`config.mk`:
```
export PLATFORM = sky130hd
export DESIGN_NAME = lzg_ctrl
export DESIGN_NICKNAME = d
export VERILOG_FILES = /design/src/rtl/core/lzg_pkg.sv /design/src/rtl/core/lzg_ctrl.sv
export SDC_FILE = /design/constraint.sdc
export NUM_CORES = 1
export LEC_CHECK = 0
export BUFFER_PORTS_ARGS = -buffer_cell sky130_fd_sc_hd__buf_2
export CAP_MARGIN = 20
export CELL_PAD_IN_SITES_DETAIL_PLACEMENT = 0
export CELL_PAD_IN_SITES_GLOBAL_PLACEMENT = 2
export CORE_MARGIN = 5
export CORE_UTILIZATION = 17
export DETAILED_ROUTE_END_ITERATION = 8
export PLACE_DENSITY_LB_ADDON = 0.1
export SETUP_SLACK_MARGIN = 0.2
export SLEW_MARGIN = 20
export SYNTH_ARGS = -nofsm -noshare
export SYNTH_HDL_FRONTEND = slang
export SYNTH_SLANG_ARGS = --single-unit
```
`constraint.sdc`:
```
create_clock -name clock -period 1.35 [get_ports clock]
set_input_delay 0.2025 -clock clock [delete_from_list [all_inputs] [get_ports clock]]
set_output_delay 0.2025 -clock clock [all_outputs]
set_load 0.005 [all_outputs]
```
`src/rtl/core/lzg_pkg.sv`:
```
`timescale 1ns / 1ps
// ----------------------------------------------------------------------------
// lzg_pkg
// Shared constants and controller/datapath interface types for the encoder.
// ----------------------------------------------------------------------------
package lzg_pkg;

   localparam int WINDOW_DEPTH    = 4096;
   localparam int LOOKAHEAD_DEPTH = 32;
   localparam int WIN_AW          = $clog2(WINDOW_DEPTH);
   localparam int DIST_W          = 13;
   localparam int LEN_W           = 6;
   localparam int LA_AW           = $clog2(LOOKAHEAD_DEPTH);

   localparam logic [1:0] CSR_MIN_MATCH = 2'd0;
   localparam logic [1:0] CSR_MAX_DIST  = 2'd1;

   localparam logic [LEN_W-1:0]  MIN_MATCH_RESET = LEN_W'(3);
   localparam logic [DIST_W-1:0] MAX_DIST_RESET  = DIST_W'(4096);

   typedef struct packed {
      logic accept;
      logic search_init;
      logic start_dist;
      logic fetch;
      logic cmp_step;
      logic end_dist;
      logic emit;
      logic consume;
      logic flush_clear;
   } cmd_type;

   typedef struct packed {
      logic last_fill;
      logic limit_zero;
      logic len_at_max;
      logic byte_eq;
      logic dist_one;
      logic rsp_free;
      logic cons_last;
      logic final_seen;
      logic la_empty_after;
   } status_type;

endpackage

```
`src/rtl/core/lzg_ctrl.sv`:
```
`timescale 1ns / 1ps
// ----------------------------------------------------------------------------
// lzg_ctrl
// Sequencer for intake, match search, token emit and lookahead consume.
// ----------------------------------------------------------------------------
module lzg_ctrl (
   input  logic                clock,
   input  logic                reset,
   input  logic                req_valid,
   output logic                req_ready,
   input  lzg_pkg::status_type status,
   output lzg_pkg::cmd_type    cmd
);

   typedef enum logic [2:0] {
      ST_IDLE, ST_INIT, ST_START, ST_FETCH, ST_CMP, ST_ENDD, ST_EMIT, ST_CONS
   } state_type;

   state_type state_ff, state_in;

   assign req_ready = (state_ff == ST_IDLE);

   always_comb begin
      state_in = state_ff;
      cmd      = '0;
      unique case (state_ff)
         ST_IDLE: begin
            if (req_valid) begin
               cmd.accept = 1'b1;
               if (status.last_fill) state_in = ST_INIT;
            end
         end
         ST_INIT: begin
            cmd.search_init = 1'b1;
            state_in = status.limit_zero ? ST_EMIT : ST_START;
         end
         ST_START: begin
            cmd.start_dist = 1'b1;
            state_in = ST_FETCH;
         end
         ST_FETCH: begin
            if (status.len_at_max) begin
               state_in = ST_ENDD;
            end else begin
               cmd.fetch = 1'b1;
               state_in  = ST_CMP;
            end
         end
         ST_CMP: begin
            if (status.byte_eq) begin
               cmd.cmp_step = 1'b1;
               state_in = ST_FETCH;
            end else begin
               state_in = ST_ENDD;
            end
         end
         ST_ENDD: begin
            cmd.end_dist = 1'b1;
            state_in = status.dist_one ? ST_EMIT : ST_START;
         end
         ST_EMIT: begin
            if (status.rsp_free) begin
               cmd.emit = 1'b1;
               state_in = ST_CONS;
            end
         end
         ST_CONS: begin
            cmd.consume = 1'b1;
            if (status.cons_last) begin
               if (!status.final_seen) begin
                  state_in = ST_IDLE;
               end else if (status.la_empty_after) begin
                  cmd.flush_clear = 1'b1;
                  state_in = ST_IDLE;
               end else begin
                  state_in = ST_INIT;
               end
            end
         end
         default: state_in = ST_IDLE;
      endcase
   end

   always_ff @(posedge clock) begin
      if (reset) begin
         state_ff <= ST_IDLE;
      end else begin
         state_ff <= state_in;
      end
   end

endmodule

```
==> results of run 1 <==
==> layout by cell type, fill, tap and decap left out, drive strengths merged <==
cell type / n
a211oi: 3
nor3b: 2
clkbuf: 4
nand2: 3
and2: 1
o2111ai: 1
a21oi: 3
and3b: 1
inv: 2
nand2b: 3
or3: 1
and3: 1
buf: 34
dfxtp: 3
nor2: 2
nor4bb: 1
o211ai: 1
a311o: 1
nor3: 4
nand4: 1
and4: 1
==> stage by stage <==
| stage | TNS [ps] | worst slack, ps | instance area (um^2) | power [mW] | util |
|---|---|---|---|---|---|
| after floorplan | 0 | 201.3 | 285.3 | 0.1635 | - |
| after global placement | 0 | 103.3 | 429.2 | 0.2226 | 0.2784 |
| after detailed placement | 0 | 99.65 | 429.2 | 0.2201 | 0.2784 |
| after CTS | 0 | 6.857 | 543.0 | 0.4121 | 0.3523 |
| after global routing | -29.76 | -17.06 | 623.1 | 0.4553 | 0.4042 |
| final | 0 | 29.07 | 623.1 | 0.4265 | 0.4042 |
==> logic make-up after synthesis <==
kind of cell    after synthesis  synth area share
flops                         3            0.2105
buf+inv                       6           0.09209
compound gates                9            0.2412
simple gates                 21            0.4562
==> final cells by class <==
cell class | instances | share of cell area
multi-input cells | 30 | 0.4217
repair buffers | 34 | 0.3775
flip-flops and latches | 3 | 0.1145
clock buffers | 4 | 0.04217
well taps | 16 | 0.03213
inverters | 2 | 0.01205
==> layer usage <==
metal,track usage,part of all wire,vias up,routed length [um]
li1,-,-,215,-
met1,0.09807,0.44,199,485
met2,0.1488,0.50,12,554
met3,0.01163,0.053,0,58
met4,0.05106,0,0,0
met5,0,0,-,0
==> timing repair <==
item,in CTS,in global routing
cloned,0,0
pin swaps,4,7
buffers inserted,5,3
resized for setup,15,13
setup endpoints to repair,12,12
==> worst paths after layout <==
check                             end                startpoint  slack, ps  cells after the start
min          state_ff[0]$_SDFFE_PP0P_                     reset        170                      2
max reg2reg  state_ff[2]$_SDFFE_PP0P_  state_ff[1]$_SDFFE_PP0P_        150                      4
max                            cmd[4]  state_ff[1]$_SDFFE_PP0P_         30                      3
min reg2reg  state_ff[2]$_SDFFE_PP0P_  state_ff[0]$_SDFFE_PP0P_        640                      3
==> power by group through the flow <==
stage | registers [mW] | logic [mW] | clock network, mW
after floorplan | 0.102 | 0.0613 | 0
after global placement | 0.112 | 0.111 | 0
after detailed placement | 0.112 | 0.108 | 0
after CTS | 0.108 | 0.137 | 0.167
after global routing | 0.112 | 0.173 | 0.171
final | 0.110 | 0.158 | 0.158
==> results by group, run 1 <==
Placed design
  • GP Congestion: 0.6461
  • Placed instance count: 77
  • I/O Buffers: 21
  • Dpl hpwl: 746.8 um

Synth
  • Register area share after synthesis: 0.2105
  • Post-synth cell types: 23
  • Post-synth ARST share: 0
  • Yosys top cell area share: 0.2105
  • Syn_area_per_cell: 7.315 um^2
  • Synth Cell Area: 285.3 um^2
  • EDFF count, synth: 0
  • Most used DFF post-synth: dfxtp_1
  • Area leader, netlist: dfxtp_1
  • Yosys reg bits: 3
  • Yosys warns: 0
  • Syn nets: 51
  • Synth area leaders: dfxtp_1 (21%), nand2b_1 (6.6%), a21oi_1 (5.3%)
  • Cells after Synth: 39

Cells and area
  • FF/Latch Area: 71.32 um^2
  • Layout cell share with drive strength beyond 1: 0.7260
  • Post-route insts no fill: 89
  • Max reg flops: 3
  • Top reg by flops: state_ff
  • Final #Nets: 86
  • Largest regs: state_ff (3)
  • Fillcell total: 175
  • Area Growth Syn to Fin: 118.4%
  • Area occupied by multi-input gates: 262.8 um^2
  • Antenna cells: 0

STA
  • # setup viols final: 0
  • Final period utilization: 0.9785
  • Final hold violation count: 0
  • Final Skew: 0.2315 ps
  • Max-slew violation total from the final report: 0
  • Relative slew margins: 0.8268
  • Tightest hold margin: 174.0 ps
  • Worst Max-Slew Pin Slew: 258.2 ps
  • RSZ-0062 raised after global routing: true
  • Final min period: 1321 ps
  • Max frequency: 0.7570 GHz

Power and ir drop
  • Leakage power figure: 0.3089 nW
  • Max VDD drop: 0.3988 mV
  • Switch share: 0.2967
  • PD cells: 684.4 nW/um^2
  • NetSw: 0.1265 mW
  • Reg power frac: 0.259
  • Clock network power share: 0.370
  • Fraction of power consumed by combinational cells: 0.372
  • Int Pwr: 0.2999 mW

Job
  • Max_cap viols: 0

Clocking
  • Htree depth: 1
  • Clk Latency, worst-skew pair: 230 ps
  • Clk slew on worst S/H paths: 40 ps
  • Clock Sinks: 3
  • CTS tree: built
  • Root buf cell: clkbuf_4
  • CTS Hold Bufs: 0
  • CTS buffer count: 3
  • Max clock buf depth: 2

Worst setup path
  • Crit Path Max Fanout: 7
  • Crit-path cells: buf_6, nor4bb_2, buf_2
  • CP delay by family, top: flip-flops
  • Element type at the critical path end: output port
  • WP data required: 1150 ps
  • Worst path slowest cell: dfxtp_4
  • WS Path Type: register to output port
  • Worst path buffer plus inverter count: 2
  • Peak per-stage delay on the critical path: 360 ps
  • CP startpoint kind: register
  • Critical path arrival: 1120 ps

Floorplan
  • Die height: 50.97 um
  • Row count: 14
  • IO Pins: 22
  • Core box area: 1541 um^2
  • Starting Density: 0.1851
  • DIE WIDTH: 50.97 um
  • Die ar.: 2597 um^2

Worst hold path
  • HP Class: primary input to register

Route
  • Vias: 426
  • Pre-antenna DRT Iters: 1
  • Routed Antenna Nets: 0
  • DRT iter0 DRCs: 0
  • Drt drc: 0
  • Per-cell routed wire length: 12.34 um
  • DRT Wirelength: 1098 um
  • Vias per cell: 4.787

GRT
  • Total gr overflow: 0
  • Total track usage: 0.08561
  • Largest net degree at the start of global routing: 8
  • First-pass GRT wire length: 1731 um
  • Initial antenna violation count: 0
  • Vias in the first global route: 440

Outcome
  • Status: completed
Power figures use the tool's default switching activity.
==> run 2, diff against run 1 <==
Settings changed: CORE_ASPECT_RATIO set to 1.25.
==> results by group, run 2 (synthesized netlist as in run 1, its figures left out) <==
Clocking
  • Clk slew on worst S/H paths: 40 ps
  • CTS tree: built
  • CTS buffer count: 3
  • Max clock buf depth: 2
  • Clk Latency, worst-skew pair: 230 ps
  • CTS Hold Bufs: 0
  • Root buf cell: clkbuf_4
  • Htree depth: 1
  • Clock Sinks: 3

Cells and area
  • FF/Latch Area: 71.32 um^2
  • Largest regs: state_ff (3)
  • Max reg flops: 3
  • Top reg by flops: state_ff
  • Area Growth Syn to Fin: 107.5%
  • Final #Nets: 87
  • Finished Core Util: 0.3742
  • Layout cell share with drive strength beyond 1: 0.6622
  • Fillcell total: 177
  • Final instance area: 591.8 um^2
  • Post-route insts no fill: 92
  • Most frequent cells in the layout: buf_2 (20), buf_4 (10), buf_6 (5)
  • Area occupied by multi-input gates: 232.7 um^2
  • Commonest non-fill, non-tap cell in the layout: buf_2
  • Antenna cells: 0

Floorplan
  • Row count: 16
  • Die ar.: 2603 um^2
  • IO Pins: 22
  • Die height: 55.80 um
  • Starting Density: 0.1804
  • Core box area: 1582 um^2
  • DIE WIDTH: 46.64 um

Placed design
  • Area of placed instances: 431.7 um^2
  • I/O Buffers: 21
  • Pre-CTS setup slack: 75.88 ps
  • Dpl hpwl: 727.6 um
  • Placed instance count: 79
  • GP Congestion: 0.6751

Worst setup path
  • Crit Path Max Fanout: 6
  • WP data required: 1150 ps
  • CP startpoint kind: register
  • Critical path arrival: 1130 ps
  • WS Path Type: register to output port
  • Element type at the critical path end: output port

STA
  • Max-slew violation total from the final report: 0
  • Final Skew: 2.222 ps
  • # setup viols final: 0
  • RSZ-0062 raised after global routing: true
  • Relative slew margins: 0.8467
  • Worst Max-Slew Pin Slew: 228.6 ps
  • Max frequency: 0.7505 GHz
  • Final period utilization: 0.9870
  • Final min period: 1332 ps
  • Final hold violation count: 0
  • Final worst setup slack: 17.51 ps

Outcome
  • Status: completed

GRT
  • Initial antenna violation count: 0
  • Vias in the first global route: 407
  • Total gr overflow: 0
  • Largest net degree at the start of global routing: 9
  • First-pass GRT wire length: 1718 um
  • Total track usage: 0.09314

Power and ir drop
  • Max VDD drop: 0.2586 mV
  • Leakage power figure: 0.2963 nW
  • PD cells: 756.2 nW/um^2
  • Total power: 0.4475 mW

Job
  • Max_cap viols: 0

Route
  • Per-cell routed wire length: 11.63 um
  • DRT iter0 DRCs: 1
  • Routed Antenna Nets: 0
  • Pre-antenna DRT Iters: 4
  • DRT Wirelength: 1070 um
  • Drt drc: 0
  • Vias per cell: 4.511
  • Vias: 415

Worst hold path
  • HP Class: primary input to register
[run 2: changes by cell type in the layout (fill, tap and decap cells not counted), sizes merged]
cell | previous run | this run
buf | 34 | 35
[run 2: worst paths after layout]
| path | end | from | slack, ps | depth (start not counted) |
|---|---|---|---|---|
| worst min register to register | state_ff[2]$_SDFFE_PP0P_ | state_ff[2]$_SDFFE_PP0P_ | 570 | 2 |
| worst min-delay path | state_ff[2]$_SDFFE_PP0P_ | reset | 160 | 2 |
| worst max register to register | state_ff[2]$_SDFFE_PP0P_ | state_ff[1]$_SDFFE_PP0P_ | 80 | 5 |
| worst max-delay path | cmd[8] | state_ff[1]$_SDFFE_PP0P_ | 20 | 4 |
[run 2: repair_timing]
item / in CTS / in global routing
pin swaps: 3 / 5
setup endpoints to repair: 12 / 12
buffers inserted: 8 / 1
gates resized for setup: 15 / 6
[run 2: power breakdown]
| part | leakage (nW) | internal, mW | switching (mW) |
|---|---|---|---|
| Clock | 0.0150 | 0.111 | 0.0447 |
| Combinational | 0.255 | 0.115 | 0.0669 |
| Sequential | 0.0267 | 0.0950 | 0.0148 |
[run 2: layout make-up]
class	instances	area share
multi-input cells	30	0.3932
repair buffers	35	0.3911
flip-flops and latches	3	0.1205
clock buffers	4	0.04440
well taps	18	0.03805
inverters	2	0.01268
[run 2: per-layer routing]
layer / global-route usage / part of all wire / vias up
li1: - / - / 215
met2: 0.1319 / 0.51 / 16
met3: 0.009709 / 0.064 / 0
met1: 0.1226 / 0.43 / 184
met5: 0 / 0 / -
met4: 0.07115 / 0 / 0
[run 2: per-stage QoR]
step | hold WS (ps) | TNS [ps]
global placement | 416.0 | 0
detailed placement | 414.2 | 0
finish | 162.3 | 0
global route | 157.5 | -81.31
CTS | 156.3 | 0
floorplan | 271.6 | 0
[run 2: worst max-delay path, cell delays in order, from the launching register on]
cell and delay [ps]:
dfxtp_4 360, buf_6 120, nor3_4 180, and2_4 160
buf_6 80
==> run 3, diff against run 2 <==
Settings changed: BUFFER_PORTS_ARGS -buffer_cell sky130_fd_sc_hd__buf_2 to unset, CORE_AREA set to 5 5 42 44, CORE_ASPECT_RATIO 1.25 to unset, CORE_MARGIN 5 to unset, CORE_UTILIZATION 17 to unset, DIE_AREA set to 0 0 47 49, DONT_BUFFER_PORTS set to 1, SETUP_SLACK_MARGIN 0.2 to unset, SKIP_CTS_REPAIR_TIMING set to 1.
==> results by group, run 3 (synthesized netlist as in run 1, its figures left out) <==
Route
  • Drt drc: 0
  • Per-cell routed wire length: 14.73 um
  • DRT Wirelength: 913 um
  • Vias: 325
  • Routed Antenna Nets: 0
  • Pre-antenna DRT Iters: 2
  • DRT iter0 DRCs: 1
  • Vias per cell: 5.242

GRT
  • Total track usage: 0.07314
  • First-pass GRT wire length: 1269 um
  • Vias in the first global route: 309
  • Total gr overflow: 0
  • Largest net degree at the start of global routing: 13
  • Initial antenna violation count: 0

Worst setup path
  • WP data required: 1150 ps
  • Peak per-stage delay on the critical path: 370 ps
  • CP delay by family, top: flip-flops
  • Crit Path Max Fanout: 6
  • Element type at the critical path end: output port
  • WP depth: 3
  • Worst reg-to-reg path cell count: 5
  • Crit-path cells: buf_4, and3_1, and4_1
  • Worst path slowest cell: dfxtp_4
  • CP startpoint kind: register
  • Critical path arrival: 1090 ps
  • WS Path Type: register to output port
  • Worst path buffer plus inverter count: 1

Clocking
  • CTS tree: built
  • Clock Sinks: 3
  • CTS buffer count: 3
  • Clk slew on worst S/H paths: 40 ps
  • Root buf cell: clkbuf_4
  • Htree depth: 1
  • Clk Latency, worst-skew pair: 230 ps
  • Max clock buf depth: 2

Placed design
  • Dpl hpwl: 730.8 um
  • GP Congestion: 0.7187
  • Placed instance count: 57
  • I/O Buffers: 0
  • Area of placed instances: 331.6 um^2

Cells and area
  • Final instance area: 377.9 um^2
  • Finished Core Util: 0.2696
  • Top reg by flops: state_ff
  • Antenna cells: 0
  • Area Growth Syn to Fin: 32.46%
  • Final #Nets: 59
  • Post-route insts no fill: 62
  • Max reg flops: 3
  • Fillcell total: 170
  • Layout cell share with drive strength beyond 1: 0.3478
  • Commonest non-fill, non-tap cell in the layout: buf_4
  • Largest regs: state_ff (3)

Floorplan
  • Row count: 14
  • Starting Density: 0.2036
  • Core box area: 1401 um^2
  • Die ar.: 2303 um^2
  • IO Pins: 22
  • DIE WIDTH: 47 um
  • Die height: 49 um

STA
  • RSZ-0062 raised after global routing: false
  • Final min period: 1292 ps
  • Final hold violation count: 0
  • Final period utilization: 0.9571
  • Final Skew: 3.700 ps
  • Setup_tns: 0 ps
  • # setup viols final: 0
  • Relative slew margins: 0.8142
  • Max frequency: 0.7740 GHz
  • Max-slew violation total from the final report: 0
  • Worst Max-Slew Pin Slew: 274.7 ps

Power and ir drop
  • Clock network power share: 0.442
  • Leakage power figure: 0.1477 nW
  • Max VDD drop: 0.5595 mV
  • PD cells: 941.9 nW/um^2
  • Total power: 0.3559 mW
  • Reg power frac: 0.317
  • Switch share: 0.2787
  • Int Pwr: 0.2567 mW
  • NetSw: 0.09921 mW
  • Fraction of power consumed by combinational cells: 0.241

Job
  • Max_cap viols: 0

Outcome
  • Status: completed

Worst hold path
  • Hold path depth: 1
  • HP Class: primary input to register
[run 3: changes by cell type in the layout (fill, tap and decap cells not counted), sizes merged]
cell and change:
buf -28
[run 3: worst register-to-register path, cell delays in order (launching register included)]
cell,delay (ps)
dfxtp_4,370
buf_4,120
nand2b_1,90
a21oi_1,60
a311o_1,340
a211oi_2,180
[run 3: worst paths after layout]
check	start	to	slack, ps
worst min-delay path	reset	state_ff[0]$_SDFFE_PP0P_	30
worst max-delay path	state_ff[1]$_SDFFE_PP0P_	cmd[0]	60
worst min register to register	state_ff[0]$_SDFFE_PP0P_	state_ff[0]$_SDFFE_PP0P_	580
worst max register to register	state_ff[1]$_SDFFE_PP0P_	state_ff[2]$_SDFFE_PP0P_	110
[run 3: final cells by class]
class,count,area [um^2],area share
inverter,2,7.507,0.01987
clock buffer,4,26.28,0.06954
timing repair buffer,7,52.55,0.1391
multi-input combinational,30,205.2,0.5430
tap,16,20.02,0.05298
sequential,3,66.31,0.1755
[run 3: through the flow]
stage / hold WS, ps / setup WS [ps]
6_report: 33.12 / 57.93
3_3_place_gp: 276.4 / 115.7
2_1_floorplan: 271.6 / 201.3
3_5_place_dp: 277.7 / 78.92
5_1_grt: 23.98 / 6.927
4_1_cts: 28.94 / -126.2
[run 3: per-layer routing]
metal,vias up,part of all wire,global-route usage
li1,159,-,-
met1,155,0.36,0.07002
met2,11,0.51,0.1199
met5,-,0,0
met3,0,0.13,0.04797
met4,0,0,0.02765
[run 3: power by group through the flow]
| stage | Clock [mW] | Combinational (mW) | Sequential, mW |
|---|---|---|---|
| final | 0.157 | 0.0858 | 0.113 |
| after global routing | 0.171 | 0.0936 | 0.115 |
| after CTS | 0.168 | 0.0805 | 0.112 |
| after detailed placement | 0 | 0.0802 | 0.113 |
| after global placement | 0 | 0.0800 | 0.113 |
| after floorplan | 0 | 0.0613 | 0.102 |
